## src/design/bpa_pkg.sv

```systemverilog
// Shared types, codes and helpers for the buddy page allocator.
`default_nettype none
package bpa_pkg;

  localparam int MAX_ORDER_DEF   = 10;
  localparam int COUNT_WIDTH_DEF = 16;
  localparam int ADDR_W          = 20;

  // request action codes
  localparam logic [1:0] ACT_ALLOC   = 2'd0;
  localparam logic [1:0] ACT_RELEASE = 2'd1;
  localparam logic [1:0] ACT_REF     = 2'd2;

  // result status codes
  localparam logic [2:0] ST_OK       = 3'd0;
  localparam logic [2:0] ST_BAD_REQ  = 3'd1;
  localparam logic [2:0] ST_NO_FREE  = 3'd2;
  localparam logic [2:0] ST_BAD_ADDR = 3'd3;
  localparam logic [2:0] ST_COUNT    = 3'd4;

  // configuration register byte address
  localparam logic [1:0] REG_BASE_PAGE = 2'd0;

  typedef struct packed {
    logic [1:0]        action;
    logic [ADDR_W-1:0] num_pages;
    logic [ADDR_W-1:0] page_address;
  } req_t;

  typedef struct packed {
    logic [2:0]        status;
    logic [ADDR_W-1:0] block_address;
    logic              page_freed;
    logic [4:0]        merged_order;
  } rsp_t;

  typedef enum logic [4:0] {
    S_CLEAR,
    S_IDLE,
    S_DISPATCH,
    S_SRCH_RD,
    S_SRCH_CHK,
    S_SPLIT,
    S_CNT_RD,
    S_CNT_WR,
    S_REL_RD,
    S_REL_CHK,
    S_COV_RD,
    S_COV_CHK,
    S_MRG_RD,
    S_MRG_CHK,
    S_EMIT
  } state_t;

  typedef enum logic [4:0] {
    OP_NONE,
    OP_CLEAR,
    OP_LOAD,
    OP_SRCH_RD,
    OP_SRCH_NEXT,
    OP_TAKE,
    OP_SPLIT,
    OP_CNT_START,
    OP_CNT_INC,
    OP_CNT_DEC,
    OP_COV_RD,
    OP_COV_NEXT,
    OP_MRG_START,
    OP_MRG_RD,
    OP_MRG_STEP,
    OP_MRG_END,
    OP_FAIL,
    OP_EMIT
  } dp_op_t;

  typedef struct packed {
    dp_op_t     op;
    logic [2:0] code;
  } cmd_t;

  typedef struct packed {
    logic clr_done;
    logic [1:0] act;
    logic bad_req;
    logic bad_addr;
    logic map_bit;
    logic srch_end;
    logic k_is_max;
    logic k_eq_need;
    logic cnt_last;
    logic cnt_zero;
    logic cnt_one;
    logic out_free;
  } flags_t;

  // number of significant bits of a request size minus one
  function automatic logic [4:0] bit_length(input logic [ADDR_W-1:0] v);
    logic [4:0] r;
    r = 5'd0;
    for (int i = 0; i < ADDR_W; i++) begin
      if (v[i]) r = 5'(i + 1);
    end
    return r;
  endfunction

endpackage
`default_nettype wire

```

## src/design/bpa_ctrl.sv

```systemverilog
// Controller: sequences clearing, search, split, count update and merge steps.
`default_nettype none
module bpa_ctrl (
  input  wire logic            clk,
  input  wire logic            rst,
  input  wire logic            req_valid,
  output logic                 req_stall,
  input  wire bpa_pkg::flags_t flags,
  output bpa_pkg::cmd_t        cmd
);
  import bpa_pkg::*;

  state_t state, state_next;

  // state register
  always_ff @(posedge clk) begin
    if (rst) begin
      state <= S_CLEAR;
    end else begin
      state <= state_next;
    end
  end

  // next state and commands
  always_comb begin
    state_next = state;
    cmd.op     = OP_NONE;
    cmd.code   = ST_OK;
    req_stall  = (state != S_IDLE);
    unique case (state)
      S_CLEAR: begin
        cmd.op = OP_CLEAR;
        if (flags.clr_done) state_next = S_IDLE;
      end
      S_IDLE: begin
        if (req_valid) begin
          cmd.op     = OP_LOAD;
          state_next = S_DISPATCH;
        end
      end
      S_DISPATCH: begin
        state_next = S_EMIT;
        cmd.op     = OP_FAIL;
        if (flags.act == ACT_ALLOC) begin
          if (flags.bad_req) begin
            cmd.code = ST_BAD_REQ;
          end else begin
            cmd.op     = OP_NONE;
            state_next = S_SRCH_RD;
          end
        end else if (flags.act == ACT_RELEASE || flags.act == ACT_REF) begin
          if (flags.bad_addr) begin
            cmd.code = ST_BAD_ADDR;
          end else begin
            cmd.op     = OP_NONE;
            state_next = (flags.act == ACT_RELEASE) ? S_REL_RD : S_CNT_RD;
          end
        end else begin
          cmd.code = ST_BAD_REQ;
        end
      end
      S_SRCH_RD: begin
        cmd.op     = OP_SRCH_RD;
        state_next = S_SRCH_CHK;
      end
      S_SRCH_CHK: begin
        if (flags.map_bit) begin
          cmd.op     = OP_TAKE;
          state_next = S_SPLIT;
        end else if (flags.srch_end) begin
          cmd.op     = OP_FAIL;
          cmd.code   = ST_NO_FREE;
          state_next = S_EMIT;
        end else begin
          cmd.op     = OP_SRCH_NEXT;
          state_next = S_SRCH_RD;
        end
      end
      S_SPLIT: begin
        if (flags.k_eq_need) begin
          cmd.op     = OP_CNT_START;
          state_next = S_CNT_RD;
        end else begin
          cmd.op = OP_SPLIT;
        end
      end
      S_CNT_RD: state_next = S_CNT_WR;
      S_CNT_WR: begin
        cmd.op     = OP_CNT_INC;
        state_next = flags.cnt_last ? S_EMIT : S_CNT_RD;
      end
      S_REL_RD: state_next = S_REL_CHK;
      S_REL_CHK: begin
        if (flags.cnt_zero) begin
          cmd.op     = OP_FAIL;
          cmd.code   = ST_COUNT;
          state_next = S_EMIT;
        end else begin
          cmd.op     = OP_CNT_DEC;
          state_next = flags.cnt_one ? S_COV_RD : S_EMIT;
        end
      end
      S_COV_RD: begin
        cmd.op     = OP_COV_RD;
        state_next = S_COV_CHK;
      end
      S_COV_CHK: begin
        if (flags.map_bit) begin
          state_next = S_EMIT;
        end else if (flags.k_is_max) begin
          cmd.op     = OP_MRG_START;
          state_next = S_MRG_RD;
        end else begin
          cmd.op     = OP_COV_NEXT;
          state_next = S_COV_RD;
        end
      end
      S_MRG_RD: begin
        if (flags.k_is_max) begin
          cmd.op     = OP_MRG_END;
          state_next = S_EMIT;
        end else begin
          cmd.op     = OP_MRG_RD;
          state_next = S_MRG_CHK;
        end
      end
      S_MRG_CHK: begin
        if (flags.map_bit) begin
          cmd.op     = OP_MRG_STEP;
          state_next = S_MRG_RD;
        end else begin
          cmd.op     = OP_MRG_END;
          state_next = S_EMIT;
        end
      end
      S_EMIT: begin
        if (flags.out_free) begin
          cmd.op     = OP_EMIT;
          state_next = S_IDLE;
        end
      end
      default: state_next = S_IDLE;
    endcase
  end

endmodule
`default_nettype wire

```

## config.mk

```make
export PLATFORM = sky130hd
export DESIGN_NAME = bpa_ctrl
export DESIGN_NICKNAME = d
export VERILOG_FILES = /design/src/design/bpa_pkg.sv /design/src/design/bpa_ctrl.sv
export SDC_FILE = /design/constraint.sdc
export NUM_CORES = 1
export LEC_CHECK = 0
export BUFFER_PORTS_ARGS = -buffer_cell sky130_fd_sc_hd__buf_2
export CELL_PAD_IN_SITES_DETAIL_PLACEMENT = 1
export CELL_PAD_IN_SITES_GLOBAL_PLACEMENT = 2
export CORE_AREA = 5 5 60 62
export CTS_CLUSTER_DIAMETER = 150
export CTS_CLUSTER_SIZE = 28
export DETAILED_ROUTE_END_ITERATION = 8
export DIE_AREA = 0 0 65 67
export PLACE_DENSITY = 0.77
export SLEW_MARGIN = 5
export SYNTH_ARGS = -nofsm -noshare
export SYNTH_HDL_FRONTEND = slang
export SYNTH_SLANG_ARGS = --single-unit
```

## constraint.sdc

```tcl
create_clock -name clk -period 3.9 [get_ports clk]
set_clock_uncertainty 0.05 [all_clocks]
set_input_delay 0.39 -clock clk [delete_from_list [all_inputs] [get_ports clk]]
set_output_delay 0.39 -clock clk [all_outputs]
set_load 0.02 [all_outputs]
```

==> out/metrics.cfg, run 1 <==
[grt]
grt_usage_pct=12.6
grt_pass1_vias=927
grt_max_degree=26
grt_pass1_wl_um=4370
overflow=0
antenna_found_initial=0

[clock_network]
cts_sinks=4
cts-resized-gates=0
clock_latency_ps=240
cts_hold_buffers=0
cts_setup_buffers=0
path_clk_slew_ps=40
cts_buffers=3
cts_root_buffer=clkbuf_4
cts_tree=done
cts_max_level=1
clockBufferDepth=2

[sta]
slew_viol_final=0
final_hold_viol_count=0
fin_setup_tns_ps=0
rsz0062_at_grt=no
fin_crit_sh_pct=67.1
min_period_ps=2620
setup-violations-final=0
fmaxAchievable_mhz=382
slew_headroom_pct=41.8
worstMarginPinSlew_ps=872

[synthesis]
synth-async-reset-ratio_pct=0
synth-seq-area-share_pct=10.5
synth_fp_nets=139
synth_area_per_cell_um2=6.33
yosys_warnings=0
ys_seq_elements=4
synth_edf_count=0
synth_cell_type_count=41
synthCells=121
synth-main-ff-cell=dfxtp_1
yosys-top-cells-area=dfxtp_1 (10%), nor2_1 (8.8%), a21oi_1 (6.5%)
yosysTopAreaCell=dfxtp_1
netlist_area_um2=766
synth_top_area_share_pct=10.5

[detailed_routing]
ant_nets=0
dr.first_iter.drc_count=24
dr.pass1.iters=4
viasPerCell=5.49
post_drt_wl_per_cell_um=14.9
wirelength_um=2560
vias=944
route.detailed.drc=0

[critical_path]
critPathTopFamily=flip-flops
reg2regPathDepth=4
critPathMaxFanout=25
cp_slowest_cell=dfxtp_1
cp.arrival_ps=2180
slowest_delay_ps=880
end_kind=output port
cp.buffers_inverters=1
reg2reg_setup_slack_ps=1900
worst-path-stages=5
crit_chain=nor2b_1, and3_1, o21ai_1, o211ai_1, buf_2
crit_type=flop to output port
crit_required_ps=3460
startpoint_type=flop

[placed_design]
gp_congestion=0.773
placed_cell_area_um2=875
dp_hpwl_um=1970
io_buffers=24

[finish]
reg.largest.list=state: 4 flops
final_common_cell=buf_2
largest_reg_flops=4
layout_common_cells=buf_2 (24), nor2_1 (18), nand2_1 (11)
areaGrowthSynthToFinish_pct=17.2
fin_util_pct=30.1
regMostFlops=state
drive_gt1_share_pct=24.5
fin_area_um2=897
diodes=0
finalNetCount=159

[floorplan]
die-area_um2=4360
initial_core_util_pct=25.7
die_x_um=65
ios=25
core_area_um2=2980
die-height_um=67
rows=20

[hold_path]
min_path_type=input pin to flop
min_path_cells=2

[run]
max-cap-violations=0

[run_status]
outcome=finished clean

[pwr]
total_power_w=0.000522
cellPowerDensity_nw_per_um2=582
vdd.ir_drop.worst_mv=0.192
leakage_nw=0.379

## layer usage
| metal | track usage (%) | share of wire (%) | wire (µm) | vias to the layer above |
|---|---|---|---|---|
| met5 | 0 | 0 | 0 | - |
| met4 | 2.37 | 0.31 | 8 | 0 |
| met3 | 1.18 | 2.0 | 51 | 2 |
| met2 | 19.8 | 47 | 1190 | 17 |
| met1 | 18.4 | 51 | 1310 | 446 |
| li1 | - | - | - | 479 |
## stage by stage
| step | instances | worst slack [ps] | hold slack [ps] |
|---|---|---|---|
| finish | 172 | 1280 | 352 |
| global route | 172 | 1120 | 366 |
| CTS | 172 | 1300 | 344 |
| detailed placement | 169 | 1560 | 595 |
| global placement | 169 | 1570 | 591 |
| floorplan | 121 | 2030 | 409 |
## cell usage after synthesis (2+ instances only)
master	n
nor2_1	18
nand2_1	11
a21oi_1	10
o21ai_0	7
o21ai_1	7
buf_2	6
inv_1	6
nand2b_1	5
dfxtp_1	4
nor2b_1	4
a31oi_1	3
nor3_1	3
a22oi_1	2
a32oi_1	2
and3_1	2
ha_1	2
nand3_1	2
nor4_1	2
o211ai_1	2
o21a_1	2
## power breakdown
| part | internal (W) | switching (W) | total (W) |
|---|---|---|---|
| clock | 0.0000345 | 0.0000178 | 0.0000523 |
| sequential | 0.0000543 | 0.0000887 | 0.000143 |
| combinational | 0.000141 | 0.000186 | 0.000327 |
## logic make-up (layout without fill, tap and decap cells)
family	Yosys count	count (layout)	share of synthesized area [%]
simple gates	52	52	34.0
mux	1	1	2.94
flops	4	4	10.5
compound gates	46	46	39.1
buf+inv	16	34	10.3
fa+ha+maj	2	2	3.27
## worst paths after layout
kind,start,to
worst max-delay path,state[1],cmd[3]
worst min-delay path,rst,state[3]
worst max register to register,state[1],state[2]
worst min register to register,state[2],state[2]
## worst register-to-register path, stage by stage, from the launching register on
cell     delay [ps]
dfxtp_1         880
nor2b_1         420
nor3b_1         290
o21ai_0         130
a21oi_1         170
## final cells by class
type | instances | area [µm²]
clock buffers | 3 | 22.5
fillers | 401 | 2080
inverters | 7 | 26.3
well taps | 33 | 41.3
multi-input cells | 101 | 607
flip-flops and latches | 4 | 80.1
repair buffers | 24 | 120
(Power assumes the default switching activity.)
==> run 2: changes to the inputs <==
- ABC_AREA: not set -> 1
- CORE_AREA: 5 5 60 62 -> 5 5 66 68
- DIE_AREA: 0 0 65 67 -> 0 0 71 73
- PLACE_DENSITY: 0.77 -> 0.7
- clock period: 3.9 -> 2.2 ns (I/O delays scaled with it)
==> run 2 against run 1 <==
Against the previous run:
- sequential share of layout area is 0.40 points lower
- critical path type unchanged
- first-iteration DRC count is 130% higher
- register-to-register slack worse by 1200 ps
- global-route usage is 1.1 points lower
==> out/metrics.cfg, run 2 <==
[clock_network]
path_clk_slew_ps=30  ; about the same
cts-resized-gates=0  ; unchanged
cts_max_level=1  ; unchanged
cts_tree=done
cts_hold_buffers=0  ; unchanged
clockBufferDepth=2  ; unchanged
cts_buffers=3  ; unchanged
cts_root_buffer=clkbuf_8
cts_sinks=4  ; unchanged
clock_latency_ps=220  ; -20 ps
cts_setup_buffers=0  ; unchanged

[synthesis]
yosysTopAreaCell=nand2_1
synth_cell_type_count=21  ; -49%
synth-main-ff-cell=dfxtp_1
synth_edf_count=0  ; unchanged
yosys_warnings=0  ; unchanged
synth_common_cells=nand2_1 (43), nor2_1 (21), nand3_1 (20)
synth-seq-area-share_pct=11.2  ; +0.73 points
synth_area_per_cell_um2=5.11  ; -19%
netlist_area_um2=716  ; -6.5%
synth_fp_nets=158  ; +14%
ys_seq_elements=4  ; unchanged
yosys-top-cells-area=nand2_1 (23%), nand3_1 (14%), dfxtp_1 (11%)
synth-async-reset-ratio_pct=0  ; unchanged
yosysMostFrequentCell=nand2_1
synthCells=140  ; +16%
synth_top_area_share_pct=22.6  ; +12 points

[placed_design]
dp_hpwl_um=2520  ; +28%
io_buffers=24  ; unchanged
gp_congestion=0.826  ; +6.8%
placed_cell_area_um2=898  ; +2.7%

[detailed_routing]
ant_nets=0  ; unchanged
route.detailed.drc=0  ; unchanged
dr.first_iter.drc_count=54  ; +130%
viasPerCell=4.45  ; -19%
dr.pass1.iters=4  ; unchanged
vias=966  ; +2.3%
post_drt_wl_per_cell_um=13.2  ; -11%
wirelength_um=2860  ; +12%

[finish]
areaGrowthSynthToFinish_pct=31.3
regArea_um2=80.1  ; unchanged
finalNetCount=187  ; +18%
final_common_cell=nand2_1
largest_reg_flops=4  ; unchanged
fin_area_um2=940  ; +4.7%
diodes=0  ; unchanged
reg.largest.list=state: 4 flops
fillers=531  ; +32%
drive_gt1_share_pct=22.8  ; -1.7 points
layout_common_cells=nand2_1 (43), buf_2 (24), nor2_1 (21)
multiInputGateArea_um2=554  ; -8.7%
regMostFlops=state

[hold_path]
min_path_cells=2  ; unchanged
holdPathEnd=state[2]
min-delay-start=rst
min_path_type=input pin to flop

[pwr]
switching_power_w=0.000598  ; +100%
leakage_nw=0.543  ; +43%
internal-power_w=0.000450  ; +96%
power_frac_clock_pct=15.0  ; +5.0 points
cellPowerDensity_nw_per_um2=1120  ; +92%
swShare_pct=57.0  ; +1.1 points
power_frac_seq_pct=15.1  ; -12 points
comb_power_share_pct=69.9  ; +7.3 points
vdd.ir_drop.worst_mv=0.354  ; +84%

[grt]
overflow=0  ; unchanged
grt_max_degree=9  ; -65%
grt_pass1_wl_um=4760  ; +8.8%
grt_usage_pct=11.5  ; -1.1 points
grt_pass1_vias=1028  ; +11%
antenna_found_initial=0  ; unchanged

[floorplan]
die-area_um2=5180  ; +19%
core_area_um2=3800  ; +28%
rows=23  ; +15%
ios=25  ; unchanged
initial_core_util_pct=18.8  ; -6.9 points
die_x_um=71  ; +9.2%
die-height_um=73  ; +9.0%

[sta]
slew_viol_final=0  ; unchanged
worstMarginPinSlew_ps=410  ; -461 ps
fin_setup_tns_ps=0  ; unchanged
final_hold_viol_count=0  ; unchanged
fin_crit_sh_pct=85.8
fmaxAchievable_mhz=530
slew_headroom_pct=72.5  ; +31 points
rsz0062_at_grt=no
setup-violations-final=0  ; unchanged
min_period_ps=1890

[run_status]
outcome=finished clean

[critical_path]
critPathTopFamily=simple AND/OR/NAND/NOR gates
startpoint_type=flop
reg2reg_setup_slack_ps=670  ; -1230 ps
cp_slowest_cell=dfxtp_1
worstReg2RegEnd=state[0]
crit_required_ps=1930  ; -1530 ps
cp.buffers_inverters=1  ; unchanged
path_common_cell=nand2_1
reg2regPathDepth=7  ; +3
slowest_delay_ps=490  ; -390 ps
crit_chain=nand2_1, nor2_2, nand2_1, nor2_1, nor3_1, nand4_1, buf_2
r2r-start=state[2]
crit_type=flop to output port
end_kind=output port
critPathMaxFanout=6  ; -76%
cp.arrival_ps=1620  ; -560 ps

[run]
max-cap-violations=0  ; unchanged

-- run 2: cell types whose count changed after synthesis, moves of 3 or more --
cell      change
a21oi_1       -6
a31oi_1       -3
buf_2         -6
inv_1        +13
nand2_1      +32
nand2b_1      -5
nand3_1      +18
nand4_1       +3
nor2_1        +3
nor2b_1       -4
o21ai_1       -7
-- run 2: worst max path at each step --
| stage | slack (ps) | cells past startpoint | to | startpoint |
|---|---|---|---|---|
| after floorplan | 700 | 4 | cmd[1] | state[1] |
| after global placement | 520 | 7 | cmd[3] | state[1] |
| after detailed placement | 530 | 7 | cmd[3] | state[1] |
| after CTS | 300 | 7 | cmd[3] | state[1] |
| after global routing | 130 | 7 | cmd[7] | state[2] |
| final | 310 | 7 | cmd[3] | state[1] |
-- run 2: routing by layer --
metal / wire length, µm / GRT usage, %
met2: 1480 / 20.8
met1: 1260 / 14.0
met3: 114 / 1.65
met5: 0 / 0
met4: 4 / 3.34
-- run 2: final cells by class --
cell class,instances,area share [%]
sequential,4,8.52
inverter,21,8.66
timing repair buffer,24,12.8
multi-input combinational,115,59.0
tap,50,6.66
clock buffer,3,4.39
-- run 2: kinds of logic (layout without fill, tap and decap cells) --
| group | Yosys count | count (layout) | synth area share (%) |
|---|---|---|---|
| adder cells (fa/ha/maj) | 2 | 2 | 3.50 |
| AO/OA/AOI/OAI | 14 | 14 | 11.4 |
| buffers and inverters | 21 | 48 | 11.4 |
| AND/OR/NAND/NOR | 99 | 99 | 62.6 |
| flip-flops | 4 | 4 | 11.2 |
-- run 2: worst register-to-register path, cell delays in order, from the launching register on --
cell	delay, ps
dfxtp_1	410
nand2_1	190
inv_1	190
nand3b_1	200
o21ai_2	130
nor2_2	80
o21bai_1	130
nor2_1	60
-- run 2: power by group through the flow --
stage / sequential, W / clock, W / combinational [W]
2_1_floorplan: 0.000149 / 0 / 0.000524
3_3_place_gp: 0.000159 / 0 / 0.000736
3_5_place_dp: 0.000159 / 0 / 0.000740
4_1_cts: 0.000158 / 0.000160 / 0.000745
5_1_grt: 0.000166 / 0.000162 / 0.000817
6_report: 0.000158 / 0.000157 / 0.000733
-- run 2: through the flow --
step / hold slack [ps] / util, % / instances / power (W) / worst slack, ps
after detailed placement: 379 / 23.6 / 214 / 0.000900 / 530
after global placement: 375 / 23.6 / 214 / 0.000894 / 525
after global routing: 173 / 24.7 / 217 / 0.00115 / 134
after floorplan: 239 / - / 140 / 0.000673 / 705
final: 158 / 24.7 / 217 / 0.00105 / 312
after CTS: 152 / 24.7 / 217 / 0.00106 / 298
==> run 3: changes to the inputs <==
- ABC_AREA: 1 -> not set
- CORE_AREA: 5 5 66 68 -> 5 5 64 66
- DIE_AREA: 0 0 71 73 -> 0 0 69 71
- PLACE_DENSITY: 0.7 -> 0.71
==> run 3 against run 2 <==
Against the previous run:
- combinational power is 2.7% lower
- critical endpoint unchanged
- final area is 3.7% higher
- total power is 4.9% lower
- die area is 5.5% lower
- cell count is 11% lower
- setup slack worse by 100 ps
- critical path type unchanged
- fmax is 5.0% lower
- sequential share of layout area is 0.18 points lower
- register-to-register slack worse by 270 ps
- wire length is 0.35% lower
==> out/metrics.cfg, run 3 (synthesized netlist as in run 1, its figures left out) <==
[grt]
grt_pass1_vias=1016  ; -1.2%
grt_pass1_wl_um=4880  ; +2.5%
overflow=0  ; unchanged
antenna_found_initial=0  ; unchanged
grt_usage_pct=11.9  ; +0.39 points
grt_max_degree=18  ; +9

[detailed_routing]
route.detailed.drc=0  ; unchanged
post_drt_wl_per_cell_um=14.7  ; +11%
ant_nets=0  ; unchanged
viasPerCell=5.01  ; +13%
vias=972  ; +0.62%
dr.first_iter.drc_count=21  ; -61%
dr.pass1.iters=4  ; unchanged
wirelength_um=2850  ; -0.35%

[run_status]
outcome=finished clean

[sta]
rsz0062_at_grt=no
fmaxAchievable_mhz=503  ; -5.0%
final_hold_viol_count=0  ; unchanged
min_period_ps=1990  ; +100 ps
worstMarginPinSlew_ps=523  ; +112 ps
slew_viol_final=0  ; unchanged
fin_setup_tns_ps=0  ; unchanged
fin_crit_sh_pct=90.4  ; +4.6 points
slew_headroom_pct=65.1  ; -7.4 points
setup-violations-final=0  ; unchanged

[critical_path]
crit_type=flop to output port
startpoint_type=flop
crit_required_ps=1930  ; about the same
crit_chain=buf_4, a22oi_1, nor2_1, o21ai_1, o211ai_1, buf_2
cp_slowest_cell=dfxtp_1
critPathMaxFanout=15  ; +9
slowest_delay_ps=640  ; +150 ps
cp.buffers_inverters=2  ; +1
critPathTopFamily=flip-flops
end_kind=output port
cp.arrival_ps=1720  ; +100 ps
r2r-start=state[0]
startpoint=state[0]

[placed_design]
io_buffers=24  ; unchanged
dp_hpwl_um=2250  ; -11%
gp_congestion=0.789  ; -4.5%

[finish]
fillers=487  ; -8.3%
drive_gt1_share_pct=28.8  ; +6.0 points
diodes=0  ; unchanged
regMostFlops=state
final_common_cell=buf_2
finalNetCount=166  ; -11%
largest_reg_flops=4  ; unchanged
reg.largest.list=state: 4 flops
layout_common_cells=buf_2 (24), nor2_1 (18), nand2_1 (11)
areaGrowthSynthToFinish_pct=27.3

[pwr]
total_power_w=0.000997  ; -4.9%
cellPowerDensity_nw_per_um2=1020  ; -8.3%
vdd.ir_drop.worst_mv=0.337  ; -4.8%
leakage_nw=0.419  ; -23%

[clock_network]
cts_max_level=1  ; unchanged
clock_latency_ps=240  ; +20 ps
cts_tree=done
cts_hold_buffers=0  ; unchanged
cts_root_buffer=clkbuf_4
cts_buffers=3  ; unchanged
clockBufferDepth=2  ; unchanged
path_clk_slew_ps=40  ; about the same
cts_sinks=4  ; unchanged

[run]
max-cap-violations=0  ; unchanged

[floorplan]
ios=25  ; unchanged
rows=22  ; -4.3%
core_area_um2=3520  ; -7.2%
die-height_um=71  ; -2.7%
initial_core_util_pct=21.7  ; +2.9 points
die_x_um=69  ; -2.8%
die-area_um2=4900  ; -5.5%

[hold_path]
min_path_type=input pin to flop
min-delay-start=rst

==> run 3: cell types whose count changed in the layout (fill, tap and decap cells not counted), moves of 4 or more <==
| cell | delta |
|---|---|
| nand3_1 | -18 |
| o21ai_1 | +7 |
| buf_4 | +7 |
| inv_1 | -13 |
| nand2b_1 | +5 |
| nand2_1 | -32 |
| nor2b_1 | +4 |
| a21oi_1 | +6 |
==> run 3: where the power goes <==
group | leakage, nW | switching, W | internal (W) | total [W]
logic | 0.372 | 0.000419 | 0.000294 | 0.000713
clock network | 0.0138 | 0.0000321 | 0.0000612 | 0.0000932
registers | 0.0331 | 0.0000929 | 0.0000976 | 0.000191
total | 0.419 | 0.000544 | 0.000453 | 0.000997
==> run 3: timing repair <==
item / in CTS / in global routing
setup buffers: 0 / 0
setup endpoints to repair: 0 / 1
resized for setup: 0 / 2
==> run 3: final timing paths <==
kind	to	slack [ps]	cells past startpoint
max	cmd[3]	210	6
min	state[0]	180	2
max reg2reg	state[2]	400	6
min reg2reg	state[1]	630	2
==> run 3: layout make-up <==
type	instances	area [µm²]	share of cell area [%]
multi-input cells	101	612	62.8
inverters	7	26.3	2.70
repair buffers	31	173	17.7
well taps	48	60.1	6.16
flip-flops and latches	4	81.3	8.34
clock buffers	3	22.5	2.31
==> run 3: worst register-to-register path, stage by stage (launching register included) <==
cell	delay (ps)
dfxtp_1	640
buf_4	270
inv_1	100
a211oi_1	200
o31ai_1	130
a31o_1	190
a21oi_1	140
==> run 3: metrics by stage <==
stage                     instances  util, %  setup slack, ps  instance area, µm²  hold WS [ps]
after floorplan                 121        -              501                 766           239
after CTS                       194     27.5             84.8                 968           179
final                           194     27.7              212                 975           185
after detailed placement        191     26.8              360                 946           432
after global placement          191     26.8              435                 946           433
after global routing            194     27.7             58.7                 975           178
==> run 3: layer usage <==
layer	up-vias	part of all wire (%)	track usage, %
met5	-	0	0
met4	0	0.35	3.90
met3	2	2.0	1.14
met2	16	49	20.2
met1	463	49	15.7
li1	491	-	-
